<file path="src/hw/rtl/lgs_pkg.sv">
// ----------------------------------------------------------------------------
// Life generation step package
// Shared widths, register indexes, reset values and types of the Life
// row-streaming block.
// ----------------------------------------------------------------------------
package lgs_pkg;

   localparam int unsigned ROW_W        = 64;
   localparam int unsigned ROW_IDX_W    = 12;
   localparam int unsigned COLS_W       = 7;
   localparam int unsigned ROWS_W       = 13;
   localparam int unsigned CSR_IDX_W    = 1;
   localparam int unsigned CSR_DATA_W   = 13;

   localparam int unsigned MAX_COLS_DEF = 64;
   localparam int unsigned MAX_ROWS_DEF = 4096;

   // register indexes
   localparam logic [CSR_IDX_W-1:0] CSR_COLS = 1'b0;
   localparam logic [CSR_IDX_W-1:0] CSR_ROWS = 1'b1;

   localparam logic [COLS_W-1:0] COLS_RST = 7'd64;
   localparam logic [ROWS_W-1:0] ROWS_RST = 13'd64;

   // Life rule thresholds, compared against the 3x3 sum including the centre
   localparam logic [3:0] SUM_BIRTH = 4'd3;
   localparam logic [3:0] SUM_KEEP  = 4'd4;

   typedef struct packed {
      logic [ROW_W-1:0]     next_row;
      logic [ROW_IDX_W-1:0] row_index;
      logic                 last_row;
   } result_type;

   // vertical live counts of one column: a over above/middle/current,
   // b over middle/current (row below taken as dead)
   typedef struct packed {
      logic [1:0] cnt_a;
      logic [1:0] cnt_b;
   } col_count_type;

   typedef struct packed {
      logic load;
      logic clear;
   } cell_ctl_type;

endpackage

</file>
<file path="src/hw/rtl/lgs_if.sv">
// ----------------------------------------------------------------------------
// Life generation step channels
// Valid/ready channels for incoming board rows and outgoing result rows.
// ----------------------------------------------------------------------------
interface lgs_req_if;
   logic                      valid;
   logic                      ready;
   logic [lgs_pkg::ROW_W-1:0] row_cells;

   modport source (output valid, output row_cells, input ready);
   modport sink   (input valid, input row_cells, output ready);
endinterface

interface lgs_rsp_if;
   logic                          valid;
   logic                          ready;
   logic [lgs_pkg::ROW_W-1:0]     next_row;
   logic [lgs_pkg::ROW_IDX_W-1:0] row_index;
   logic                          last_row;

   modport source (output valid, output next_row, output row_index, output last_row,
                   input ready);
   modport sink   (input valid, input next_row, input row_index, input last_row,
                   output ready);
endinterface

</file>
<file path="src/hw/rtl/lgs_cell.sv">
// ----------------------------------------------------------------------------
// Life column cell
// Holds the above and middle bits of one column, shares its vertical counts
// with both neighbours and works out the next state of its column.
// ----------------------------------------------------------------------------
module lgs_cell (
   input  logic                   clock,
   input  logic                   reset,
   input  lgs_pkg::cell_ctl_type  ctl,
   input  logic                   cur_bit,
   input  logic                   col_en,
   input  lgs_pkg::col_count_type left_cnt,
   input  lgs_pkg::col_count_type right_cnt,
   output lgs_pkg::col_count_type own_cnt,
   output logic                   next_a,
   output logic                   next_b
);

   logic above_ff, above_in;
   logic mid_ff, mid_in;
   logic a_bit, m_bit, c_bit;
   logic [3:0] sum_a, sum_b;

   // mask held bits again with the current width
   assign a_bit = above_ff & col_en;
   assign m_bit = mid_ff   & col_en;
   assign c_bit = cur_bit  & col_en;

   assign own_cnt.cnt_a = {1'b0, a_bit} + {1'b0, m_bit} + {1'b0, c_bit};
   assign own_cnt.cnt_b = {1'b0, m_bit} + {1'b0, c_bit};

   assign sum_a = {2'b00, left_cnt.cnt_a} + {2'b00, right_cnt.cnt_a}
                + {2'b00, own_cnt.cnt_a};
   assign sum_b = {2'b00, left_cnt.cnt_b} + {2'b00, right_cnt.cnt_b}
                + {2'b00, own_cnt.cnt_b};

   assign next_a = col_en & ((sum_a == lgs_pkg::SUM_BIRTH) |
                             (m_bit & (sum_a == lgs_pkg::SUM_KEEP)));
   assign next_b = col_en & ((sum_b == lgs_pkg::SUM_BIRTH) |
                             (c_bit & (sum_b == lgs_pkg::SUM_KEEP)));

   always_comb begin
      above_in = above_ff;
      mid_in   = mid_ff;
      if (ctl.clear) begin
         above_in = 1'b0;
         mid_in   = 1'b0;
      end else if (ctl.load) begin
         // advance: middle moves up unmasked, the new row is stored masked
         above_in = mid_ff;
         mid_in   = c_bit;
      end
   end

   always_ff @(posedge clock) begin
      if (reset) begin
         above_ff <= 1'b0;
         mid_ff   <= 1'b0;
      end else begin
         above_ff <= above_in;
         mid_ff   <= mid_in;
      end
   end

endmodule

</file>
<file path="src/hw/rtl/lgs_out_queue.sv">
// ----------------------------------------------------------------------------
// Life result queue
// Two-entry output queue taking up to two results per cycle and releasing
// one beat per cycle while the consumer pops it.
// ----------------------------------------------------------------------------
module lgs_out_queue (
   input  logic                clock,
   input  logic                reset,
   input  logic [1:0]          push_cnt,
   input  lgs_pkg::result_type push_first,
   input  lgs_pkg::result_type push_second,
   input  logic                pop,
   output lgs_pkg::result_type head,
   output logic                head_valid,
   output logic [1:0]          free_slots
);

   lgs_pkg::result_type q_ff [2];
   lgs_pkg::result_type q_in [2];
   logic [1:0] cnt_ff, cnt_in;
   logic [1:0] base;

   assign head       = q_ff[0];
   assign head_valid = (cnt_ff != 2'd0);
   assign base       = cnt_ff - {1'b0, pop};
   assign free_slots = 2'd2 - base;

   always_comb begin
      q_in[0] = q_ff[0];
      q_in[1] = q_ff[1];
      if (pop) begin
         q_in[0] = q_ff[1];
      end
      if (push_cnt != 2'd0) begin
         q_in[base[0]] = push_first;
      end
      if (push_cnt == 2'd2) begin
         q_in[1] = push_second;
      end
      cnt_in = base + push_cnt;
   end

   always_ff @(posedge clock) begin
      q_ff[0] <= q_in[0];
      q_ff[1] <= q_in[1];
   end

   always_ff @(posedge clock) begin
      if (reset) begin
         cnt_ff <= 2'd0;
      end else begin
         cnt_ff <= cnt_in;
      end
   end

endmodule

</file>
<file path="src/hw/rtl/life_generation_step.sv">
// ----------------------------------------------------------------------------
// Life generation step
// One generation of B3/S23 Life, streamed one board row per beat.
// ----------------------------------------------------------------------------
// Usage:
//   req_chan carries one board row per beat, top row first; bit k is column k.
//   rsp_chan returns next-generation rows with their row index and a last_row
//   flag on the final row of the frame.
//   Accepting row r queues the result of row r-1 for release. The last
//   row of a frame releases two beats: row r-1 and then row r itself.
//   The first row of a frame releases nothing (unless the frame is one row).
// Throughput: one row per cycle while the result queue has room, set by the column
//   cell chain, which updates all columns in parallel for each accepted row. The
//   last row of a frame adds one extra result beat to the two-entry result queue.
// Stall: a stalled rsp_chan holds its beat; req_chan keeps accepting while the
//   queue has room for the results the next row will produce.
// Reset: held rows and the row counter clear, width and height return to 64.
// csr_* writes take effect at once and are meant for idle periods.
// ----------------------------------------------------------------------------
module life_generation_step #(
   parameter int unsigned MAX_COLS = lgs_pkg::MAX_COLS_DEF,
   parameter int unsigned MAX_ROWS = lgs_pkg::MAX_ROWS_DEF
) (
   input  logic                               clock,
   input  logic                               reset,
   lgs_req_if.sink                            req_chan,
   lgs_rsp_if.source                          rsp_chan,
   input  logic                               csr_wr_en,
   input  logic [lgs_pkg::CSR_IDX_W-1:0]      csr_index,
   input  logic [lgs_pkg::CSR_DATA_W-1:0]     csr_wdata
);

   // Frame height is bounded by both the parameter and the height register.
   localparam int unsigned ROWS_REG_MAX = 2**lgs_pkg::ROWS_W - 1;
   localparam int unsigned ROWS_LIM     = (MAX_ROWS < ROWS_REG_MAX) ? MAX_ROWS : ROWS_REG_MAX;
   localparam int unsigned CNT_W        = (ROWS_LIM > 1) ? $clog2(ROWS_LIM) : 1;
   localparam int unsigned RW           = CNT_W + 1;

   // ---------------------------------------------------------------
   // Configuration registers
   // ---------------------------------------------------------------
   logic [lgs_pkg::COLS_W-1:0] cols_ff;
   logic [lgs_pkg::ROWS_W-1:0] rows_ff;

   always_ff @(posedge clock) begin
      if (reset) begin
         cols_ff <= lgs_pkg::COLS_RST;
         rows_ff <= lgs_pkg::ROWS_RST;
      end else if (csr_wr_en) begin
         if (csr_index == lgs_pkg::CSR_COLS) begin
            cols_ff <= csr_wdata[lgs_pkg::COLS_W-1:0];
         end
         if (csr_index == lgs_pkg::CSR_ROWS) begin
            rows_ff <= csr_wdata[lgs_pkg::ROWS_W-1:0];
         end
      end
   end

   // Saturate the height: zero acts as one, oversize clips to the limit.
   logic [lgs_pkg::ROWS_W-1:0] rows_sat;
   logic [RW-1:0]              rows_eff;

   assign rows_sat = (rows_ff == '0) ? lgs_pkg::ROWS_W'(1) :
                     (rows_ff > lgs_pkg::ROWS_W'(ROWS_LIM)) ? lgs_pkg::ROWS_W'(ROWS_LIM) :
                     rows_ff;
   assign rows_eff = RW'(rows_sat);

   // ---------------------------------------------------------------
   // Row counter and frame control
   // ---------------------------------------------------------------
   logic [CNT_W-1:0] count_ff, count_in;
   logic             is_first, is_last, accept, pop;
   logic [1:0]       need, free_slots;
   lgs_pkg::cell_ctl_type cell_ctl;

   assign is_first = (count_ff == '0);
   // a row at or past the end of the frame closes it, even after the
   // height shrinks mid-frame
   assign is_last  = (({1'b0, count_ff} + RW'(1)) >= rows_eff);

   // result beats the next row will release
   assign need = is_first ? (is_last ? 2'd1 : 2'd0) : (is_last ? 2'd2 : 2'd1);

   assign pop            = rsp_chan.valid & rsp_chan.ready;
   assign req_chan.ready = (need <= free_slots);
   assign accept         = req_chan.valid & req_chan.ready;

   assign cell_ctl.load  = accept & ~is_last;
   assign cell_ctl.clear = accept & is_last;

   always_comb begin
      count_in = count_ff;
      if (accept) begin
         count_in = is_last ? '0 : (count_ff + CNT_W'(1));
      end
   end

   always_ff @(posedge clock) begin
      if (reset) begin
         count_ff <= '0;
      end else begin
         count_ff <= count_in;
      end
   end

   // ---------------------------------------------------------------
   // Column cell chain: each cell passes its vertical counts to both
   // neighbours; the outer edges see dead columns.
   // ---------------------------------------------------------------
   lgs_pkg::col_count_type col_cnt [MAX_COLS];
   logic [lgs_pkg::ROW_W-1:0] next_a_row, next_b_row;

   for (genvar k = 0; k < MAX_COLS; k++) begin : g_cell
      lgs_pkg::col_count_type left_cnt, right_cnt;
      logic                   col_en;

      assign col_en = (cols_ff > lgs_pkg::COLS_W'(k));

      if (k == 0) begin : g_left_edge
         assign left_cnt = '0;
      end else begin : g_left
         assign left_cnt = col_cnt[k-1];
      end

      if (k == MAX_COLS - 1) begin : g_right_edge
         assign right_cnt = '0;
      end else begin : g_right
         assign right_cnt = col_cnt[k+1];
      end

      lgs_cell u_cell (
         .clock     (clock),
         .reset     (reset),
         .ctl       (cell_ctl),
         .cur_bit   (req_chan.row_cells[k]),
         .col_en    (col_en),
         .left_cnt  (left_cnt),
         .right_cnt (right_cnt),
         .own_cnt   (col_cnt[k]),
         .next_a    (next_a_row[k]),
         .next_b    (next_b_row[k])
      );
   end

   // columns beyond the cell chain are always dead
   if (MAX_COLS < lgs_pkg::ROW_W) begin : g_dead_cols
      assign next_a_row[lgs_pkg::ROW_W-1:MAX_COLS] = '0;
      assign next_b_row[lgs_pkg::ROW_W-1:MAX_COLS] = '0;
   end

   // ---------------------------------------------------------------
   // Results: a is the row before the current one, b the current row
   // closing the frame with a dead row below.
   // ---------------------------------------------------------------
   lgs_pkg::result_type res_a, res_b, push_first, head;
   logic [1:0]          push_cnt;
   logic                head_valid;

   assign res_a.next_row  = next_a_row;
   assign res_a.row_index = lgs_pkg::ROW_IDX_W'(count_ff - CNT_W'(1));
   assign res_a.last_row  = 1'b0;

   assign res_b.next_row  = next_b_row;
   assign res_b.row_index = lgs_pkg::ROW_IDX_W'(count_ff);
   assign res_b.last_row  = 1'b1;

   assign push_first = is_first ? res_b : res_a;
   assign push_cnt   = accept ? need : 2'd0;

   lgs_out_queue u_out_queue (
      .clock       (clock),
      .reset       (reset),
      .push_cnt    (push_cnt),
      .push_first  (push_first),
      .push_second (res_b),
      .pop         (pop),
      .head        (head),
      .head_valid  (head_valid),
      .free_slots  (free_slots)
   );

   assign rsp_chan.valid     = head_valid;
   assign rsp_chan.next_row  = head.next_row;
   assign rsp_chan.row_index = head.row_index;
   assign rsp_chan.last_row  = head.last_row;

endmodule

</file>
<file path="src/flat_wrapper.sv">
// flat-port wrapper written by rule: the top's interface ports become plain ports
module life_generation_step_flat 
#(
   parameter int unsigned MAX_COLS = lgs_pkg::MAX_COLS_DEF,
   parameter int unsigned MAX_ROWS = lgs_pkg::MAX_ROWS_DEF
)
  (clock, reset, csr_wr_en, csr_index, csr_wdata, req_chan_valid, req_chan_row_cells, req_chan_ready, rsp_chan_valid, rsp_chan_next_row, rsp_chan_row_index, rsp_chan_last_row, rsp_chan_ready);
  lgs_req_if req_chan_i ();
  lgs_rsp_if rsp_chan_i ();
  input  logic clock;
  input  logic reset;
  input  logic csr_wr_en;
  input  logic [lgs_pkg::CSR_IDX_W-1:0] csr_index;
  input  logic [lgs_pkg::CSR_DATA_W-1:0] csr_wdata;
  input wire logic [$bits(req_chan_i.valid)-1:0] req_chan_valid;
  input wire logic [$bits(req_chan_i.row_cells)-1:0] req_chan_row_cells;
  output wire logic [$bits(req_chan_i.ready)-1:0] req_chan_ready;
  output wire logic [$bits(rsp_chan_i.valid)-1:0] rsp_chan_valid;
  output wire logic [$bits(rsp_chan_i.next_row)-1:0] rsp_chan_next_row;
  output wire logic [$bits(rsp_chan_i.row_index)-1:0] rsp_chan_row_index;
  output wire logic [$bits(rsp_chan_i.last_row)-1:0] rsp_chan_last_row;
  input wire logic [$bits(rsp_chan_i.ready)-1:0] rsp_chan_ready;
  assign req_chan_i.valid = req_chan_valid;
  assign req_chan_i.row_cells = req_chan_row_cells;
  assign req_chan_ready = req_chan_i.ready;
  assign rsp_chan_valid = rsp_chan_i.valid;
  assign rsp_chan_next_row = rsp_chan_i.next_row;
  assign rsp_chan_row_index = rsp_chan_i.row_index;
  assign rsp_chan_last_row = rsp_chan_i.last_row;
  assign rsp_chan_i.ready = rsp_chan_ready;
  life_generation_step #(.MAX_COLS(MAX_COLS), .MAX_ROWS(MAX_ROWS)) u_core (.clock(clock), .reset(reset), .req_chan(req_chan_i), .rsp_chan(rsp_chan_i), .csr_wr_en(csr_wr_en), .csr_index(csr_index), .csr_wdata(csr_wdata));
endmodule
</file>
<file path="config.mk">
export PLATFORM = sky130hd
export DESIGN_NAME = life_generation_step_flat
export DESIGN_NICKNAME = d
export VERILOG_FILES = /design/src/hw/rtl/lgs_pkg.sv /design/src/hw/rtl/lgs_if.sv /design/src/hw/rtl/lgs_cell.sv /design/src/hw/rtl/lgs_out_queue.sv /design/src/hw/rtl/life_generation_step.sv /design/src/flat_wrapper.sv
export SDC_FILE = /design/constraint.sdc
export NUM_CORES = 2
export LEC_CHECK = 0
export BUFFER_PORTS_ARGS = -buffer_cell sky130_fd_sc_hd__buf_2
export CORE_AREA = 2 2 354 356
export CTS_CLUSTER_SIZE = 40
export DETAILED_ROUTE_END_ITERATION = 10
export DIE_AREA = 0 0 356 358
export PLACE_DENSITY = 0.38
export SYNTH_ARGS = -nofsm -noshare
export SYNTH_HDL_FRONTEND = slang
export SYNTH_SLANG_ARGS = --single-unit
</file>
<file path="constraint.sdc">
create_clock -name clock -period 9 [get_ports clock]
set_input_delay 0.9 -clock clock [delete_from_list [all_inputs] [get_ports clock]]
set_output_delay 0.9 -clock clock [all_outputs]
set_load 0.02 [all_outputs]
</file>
# Word level (Yosys, flattened, before mapping)
# Memories as Yosys holds them, arrays and structs flattened.
# Cells that the tools add are included.
[totals]
regBits = 162
latchBits = 0
ram_bits = 154
romBits = 0
input_bits = 83
out_inout_bits = 79
elab_cells = 1514
memories = 1
[op_classes]
addsub = 450
mul = 0
n_div = 0
n_lt_le_gt_ge = 69
eq_ne = 257
n_shift = 0
n_mux = 14
n_bitwise = 583
n_reduce_logical = 8
[mem_list]
columns = ["memory", "depth", "width", "rd", "rd_ports_with_merged_regs", "write_ports", "line_no", "source"]
rows = [
  ["u_core.u_out_queue.q_ff", 2, 77, 2, 0, 2, "lgs_out_queue.sv:18", "lgs_pkg::result_type q_ff [2];"],
]
[ops]
columns = ["op", "n"]
rows = [
  ["adder 3 x 2 -> 4 bit", 124],
  ["equality test 4 x 2 -> 1 bit, second input constant", 124],
  ["equality test 4 x 3 -> 1 bit, second input constant", 124],
  ["bitwise AND 1 bit", 452],
  ["adder 2 x 2 -> 3 bit", 128],
  ["two-way mux 77 bit", 4],
  ["adder 1 x 1 -> 2 bit", 128],
  ["> comparator 7 x 6 -> 1 bit, second input constant", 32],
  ["bitwise mux 154 bit", 1],
  ["two-way mux 154 bit", 1],
  ["adder 2 x 1 -> 2 bit", 64],
  ["bitwise OR 1 bit", 128],
  ["> comparator 7 x 5 -> 1 bit, second input constant", 16],
  ["demux 77 bit (select 1 bit)", 1],
  ["> comparator 7 x 4 -> 1 bit, second input constant", 8],
  ["> comparator 7 x 3 -> 1 bit, second input constant", 4],
  ["two-way mux 13 bit", 2],
  ["> comparator 7 x 1 -> 1 bit, second input constant", 2],
  ["> comparator 7 x 2 -> 1 bit, second input constant", 2],
  ["adder 12 x 1 -> 13 bit, second input constant", 1],
  [">= comparator 13 bit", 1],
  ["> comparator 13 bit, second input constant", 1],
  ["logical NOT 13 bit", 1],
  ["adder 12 x 1 -> 12 bit, second input constant", 1],
  ["20 further kinds", 31],
]

# Longest topological paths before layout
[depth]
word_depth = 14
ltp_mapped = 22

# By module
# Synthesis repeated with hierarchy kept, for this count alone.
[unflattened]
hier_cells = 3992
area_unflattened_um2 = 34438.0
[modules_own_cells]
columns = ["module", "n_inst", "cells_each", "area_each_um2", "seq_area_each_um2"]
rows = [
  ["lgs_cell", 64, 43, 370.4, 40.0],
  ["lgs_out_queue", 1, 598, 6914.1, 3893.7],
  ["life_generation_step", 1, 642, 3821.2, 640.6],
]

# Worst setup path after synthesis
# Ideal clock, no wire load.
[synth_timing]
kind = "reg2reg"
startpoint = "register, netlist name u_core.count_ff[1]"
endpoint = "memory u_core.u_out_queue.q_ff[0][100] (netlist bit), enable pin"
t_arrival_ns = 5.740
required_ns = 8.233
setup_slack_ns = 2.493
path_stages_with_launch = 20
path_cell_list = "dfxtp_1 > clkbuf_1 > nand4_1 > or2_1 > clkbuf_1 > or4_1 > xnor2_1 > ha_1 > and4_1 > o211a_1 > a221oi_2 > nand2_1 > ha_1 > inv_1 > ha_1 > and3_1 > a21o_1 > nand3_1 > clkbuf_1 > nand2_1"
[synth_rtl]
columns = ["item", "line_no"]
rows = [
  ["to (decl)", "lgs_out_queue.sv:18"],
]

# Worst setup path in the final report
[layout_timing]
startpoint = "register u_core.count_ff[0]"
endpoint = "register u_core.g_cell[51].u_cell.above_ff"
[layout_between]
elab_chain_len = 8
word_cells_on_any_way = 12
[layout_lines]
columns = ["item", "line_no", "source"]
rows = [
  ["from (decl)", "life_generation_step.sv:71", "logic [CNT_W-1:0] count_ff, count_in;"],
  ["from (signal assigned)", "life_generation_step.sv:102", "count_ff <= count_in;"],
  ["adder 12 x 1 -> 13 bit", "life_generation_step.sv:79", "assign is_last = (({1'b0, count_ff} + RW'(1)) >= rows_eff);"],
  [">= comparator 13 bit", "life_generation_step.sv:79", ""],
  ["two-way mux 2 bit / two-way mux 1 bit (equally long branches)", "life_generation_step.sv:82", "assign need = is_first ? (is_last ? 2'd1 : 2'd0) : (is_last ? 2'd2 : 2'd1);"],
  ["two-way mux 2 bit", "life_generation_step.sv:82", ""],
  ["less-or-equal comparator 2 bit", "life_generation_step.sv:85", "assign req_chan.ready = (need <= free_slots);"],
  ["bitwise AND 1 bit", "life_generation_step.sv:86", "assign accept = req_chan.valid & req_chan.ready;"],
  ["bitwise AND 1 bit", "life_generation_step.sv:89", "assign cell_ctl.clear = accept & is_last;"],
  ["OR reduction 2 bit (no line)", "n/a", ""],
  ["to (signal assigned)", "lgs_cell.sv:60", "above_ff <= above_in;"],
  ["to (decl)", "lgs_cell.sv:19", "logic above_ff, above_in;"],
]
# Parallel ways exist; a longest one is shown, timed or not.
# A chain may end at the register's enable or synchronous reset.

==> flow_summary.ini <==
[cells_and_area]
nFillCells = 13400
drive_gt1_share_pct = 9.15
area_growth_pct = 11.8
nNetsFinal = 4208

[pwr]
switching_share_pct = 48.9
clock_power_share_pct = 15.7
cellInternalPower_mw = 6.25
p_switching_mw = 5.97
p_total_mw = 12.2
combPwrFrac_pct = 65.5
p_leak_nw = 15.8
irDropWorstVdd_mv = 0.192
seqPwrFrac_pct = 18.8
power_density_nw_per_um2 = 356

[sta]
maxSlewViolCount = 0
fin_ws_ns = 2.10
rsz0062_at_grt = false
finalSetupViolCount = 0
finalCritPeriodShare_pct = 76.7
setup_tns_ns = 0
slew_headroom_pct = 17.0
max_freq_ghz = 0.145
finalClockSkew_ns = 0.0242
period_needed_ns = 6.90
worstMarginPinSlew_ns = 1.24
hold_viol = 0
holdWs_ns = 0.467

[yosys]
avgSynthCellArea_um2 = 8.97
synth_area_leaders = fa_1 21%, dfxtp_1 16%, ha_1 14%
synth_ff_type = dfxtp_1
yosysMostFrequentCell = inv_1
synth.distinct_cells = 76
synth_common_cells = 667 x inv_1, 502 x nand2_1, 336 x ha_1
synth-async-reset-ratio_pct = 0
synth_cells = 3426
synth_area_um2 = 30700
synth_edf_count = 76
ys_seq_area_share_pct = 23.1
mappedNetlistNets = 4161
synth_top_area_share_pct = 20.6
yosys.area.top_type = fa_1
yosysWarnings = 0
synth_seq_cells = 316

[grt]
grt-ovfl-total = 0
grtUsageTotal_pct = 15.9
grt_pass1_vias = 23700
grt_pass1_wl_mm = 152
antenna_found_initial = 6
grt_max_degree = 62

[setup_path]
crit_required_ns = 9.56
cp-startpoint = u_core.count_ff[0]$_SDFFE_PP0N_
setup.worst_path.start_class = flip-flop
crit_fanout = 54
r2r-start = u_core.count_ff[0]$_SDFFE_PP0N_
reg2reg_to = u_core.g_cell[51].u_cell.above_ff$_SDFFE_PP0P_
rr_worst_depth = 18
end_kind = flip-flop
critical_path_class = flip-flop to flip-flop
crit_arrival_ns = 7.46
reg2reg_setup_slack_ns = 2.10

[worst_hold_path]
holdPathStages = 2
worstHoldStart = u_core.cols_ff[5]$_SDFFE_PP0P_
min_path_type = flip-flop to flip-flop
whs_endpoint = u_core.cols_ff[5]$_SDFFE_PP0P_

[route]
wire_per_inst_um = 19.5
vias_per_cell = 4.46
num_vias = 23000
drt-initial-drc-count = 1263
wl_mm = 100
dr.pass1.iters = 5
drcViolationCount = 0
antenna_left = 0

[clocking]
clockRootBuffer = clkbuf_16
ctsHtreeMaxLevel = 2
cts_max_path_buffers = 3
postCtsSetupRepairBufs = 0
cts_sinks = 316
clk_latency_ns = 0.63
clk_pin_slew_ns = 0.06
cts_tree = done
holdBufCountCts = 0
cts_made_buffers = 46
cts_resized = 0

[place]
gp_congestion = 0.801
io_buffers = 161
hpwl_mm = 77.4
post-place-ws_ns = 2.19

[die]
io_pins = 162
die_h_um = 358
num_rows = 129
dieWidth_um = 356
initial_utilization_pct = 24.9
core_area_um2 = 123000
dieArea_um2 = 127000

[run]
maxCapViolations = 0

[run_status]
outcome = finished, final reports clean
placed cells by master (no fill, tap or decap), types with 8 or more instances in the layout:
| cell | synthesis | final |
|---|---|---|
| xnor2_1 | 18 | 18 |
| fa_1 | 316 | 316 |
| nand4b_1 | 90 | 90 |
| clkbuf_16 | 0 | 49 |
| clkbuf_1 | 82 | 11 |
| mux2_4 | 14 | 14 |
| nand3_1 | 65 | 65 |
| o21ai_0 | 238 | 237 |
| buf_2 | 30 | 161 |
| a22o_1 | 75 | 75 |
| nand3b_1 | 46 | 46 |
| nor2_1 | 63 | 62 |
| nand2_1 | 502 | 500 |
| nor2b_1 | 8 | 8 |
| nor3_1 | 18 | 16 |
| dfxtp_1 | 240 | 239 |
| edfxtp_1 | 76 | 76 |
| a21o_1 | 14 | 14 |
| a22oi_1 | 23 | 23 |
| a21oi_1 | 52 | 52 |
| ha_1 | 336 | 336 |
| inv_1 | 667 | 667 |
| mux2i_1 | 101 | 101 |
| a21boi_0 | 23 | 23 |
| o22ai_1 | 30 | 30 |
| nand2b_1 | 15 | 15 |
| buf_4 | 76 | 36 |
| and2_1 | 16 | 14 |
| clkinv_2 | 0 | 12 |
| o21a_1 | 23 | 23 |
| a31oi_1 | 16 | 16 |
| mux2_2 | 15 | 15 |
final cells by class:
type	instances	area, µm²	area share (%)
clock inverter	19	196	0.571
clock buffer	65	1340	3.89
inverter	669	2510	7.31
tap	1637	2050	5.96
multi-input combinational	2242	20100	58.4
antenna	3	7.51	0.0218
sequential	316	7090	20.6
timing repair buffer	198	1100	3.19
how the worst max path moves through the flow:
stage	endpoint	slack, ns	cells after the start
final	u_core.g_cell[51].u_cell.above_ff$_SDFFE_PP0P_	2.10	18
after global routing	u_core.g_cell[52].u_cell.above_ff$_SDFFE_PP0P_	1.59	18
after CTS	u_core.g_cell[51].u_cell.above_ff$_SDFFE_PP0P_	2.13	18
after detailed placement	u_core.g_cell[47].u_cell.above_ff$_SDFFE_PP0P_	2.19	18
after global placement	u_core.g_cell[42].u_cell.above_ff$_SDFFE_PP0P_	2.27	18
after floorplan	u_core.u_out_queue.q_ff[0][100]$_DFFE_PP_	2.49	19
layer usage:
layer,wire length [µm],part of all wire (%),global-route usage (%)
met1,49600,49,22.6
met2,45500,45,25.6
met3,3370,3.4,2.04
met4,1940,1.9,3.45
met5,27,0.027,0
state kept, by name, indices dropped and copies added (netlist names):
register and count:
u_core.count_ff 12, u_core.rows_ff 13, u_core.u_out_queue.q_ff 154, u_core.g_cell.u_cell.mid_ff 64, u_core.g_cell.u_cell.above_ff 64, u_core.cols_ff 7
u_core.u_out_queue.cnt_ff 2
power groups by stage:
stage,combinational (mW),sequential (mW),clock (mW)
floorplan,6.11,2.13,0
global placement,8.06,2.35,0
detailed placement,8.09,2.34,0
CTS,8.16,2.31,1.99
global route,9.24,2.35,2.03
finish,8.00,2.30,1.93
critical path, cell delays in order (launching register included):
cell      delay [ns]
dfxtp_1         0.60
ha_1            0.33
nand3_1         0.18
nor4_1          0.61
and3_1          0.27
ha_1            0.27
and4_1          0.30
o211a_1         0.17
a221oi_2        0.61
nand2_1         0.18
ha_1            0.37
inv_1           0.11
ha_1            0.31
and3_1          0.27
a21oi_2         0.15
a211oi_1        0.50
and2_4          0.91
buf_4           0.46
a22o_1          0.19
logic make-up after synthesis:
logic type | Yosys count | synth area share (%)
adders and majority gates | 652 | 34.3
buffers and inverters | 868 | 11.8
xor gates and xnor gates | 21 | 0.598
and+or+nand+nor | 885 | 14.3
AOI/OAI and AO/OA | 554 | 11.5
muxes | 130 | 4.52
DFF | 316 | 23.1
metrics by stage:
stage,cell area [µm²],instances,utilization [%]
after floorplan,30700,3426,-
after global placement,32800,5062,26.6
after CTS,34400,5146,27.9
final,34400,5149,27.9
after detailed placement,32800,5062,26.6
after global routing,34400,5146,27.9
No activity file was read; power rests on OpenSTA's default activity.
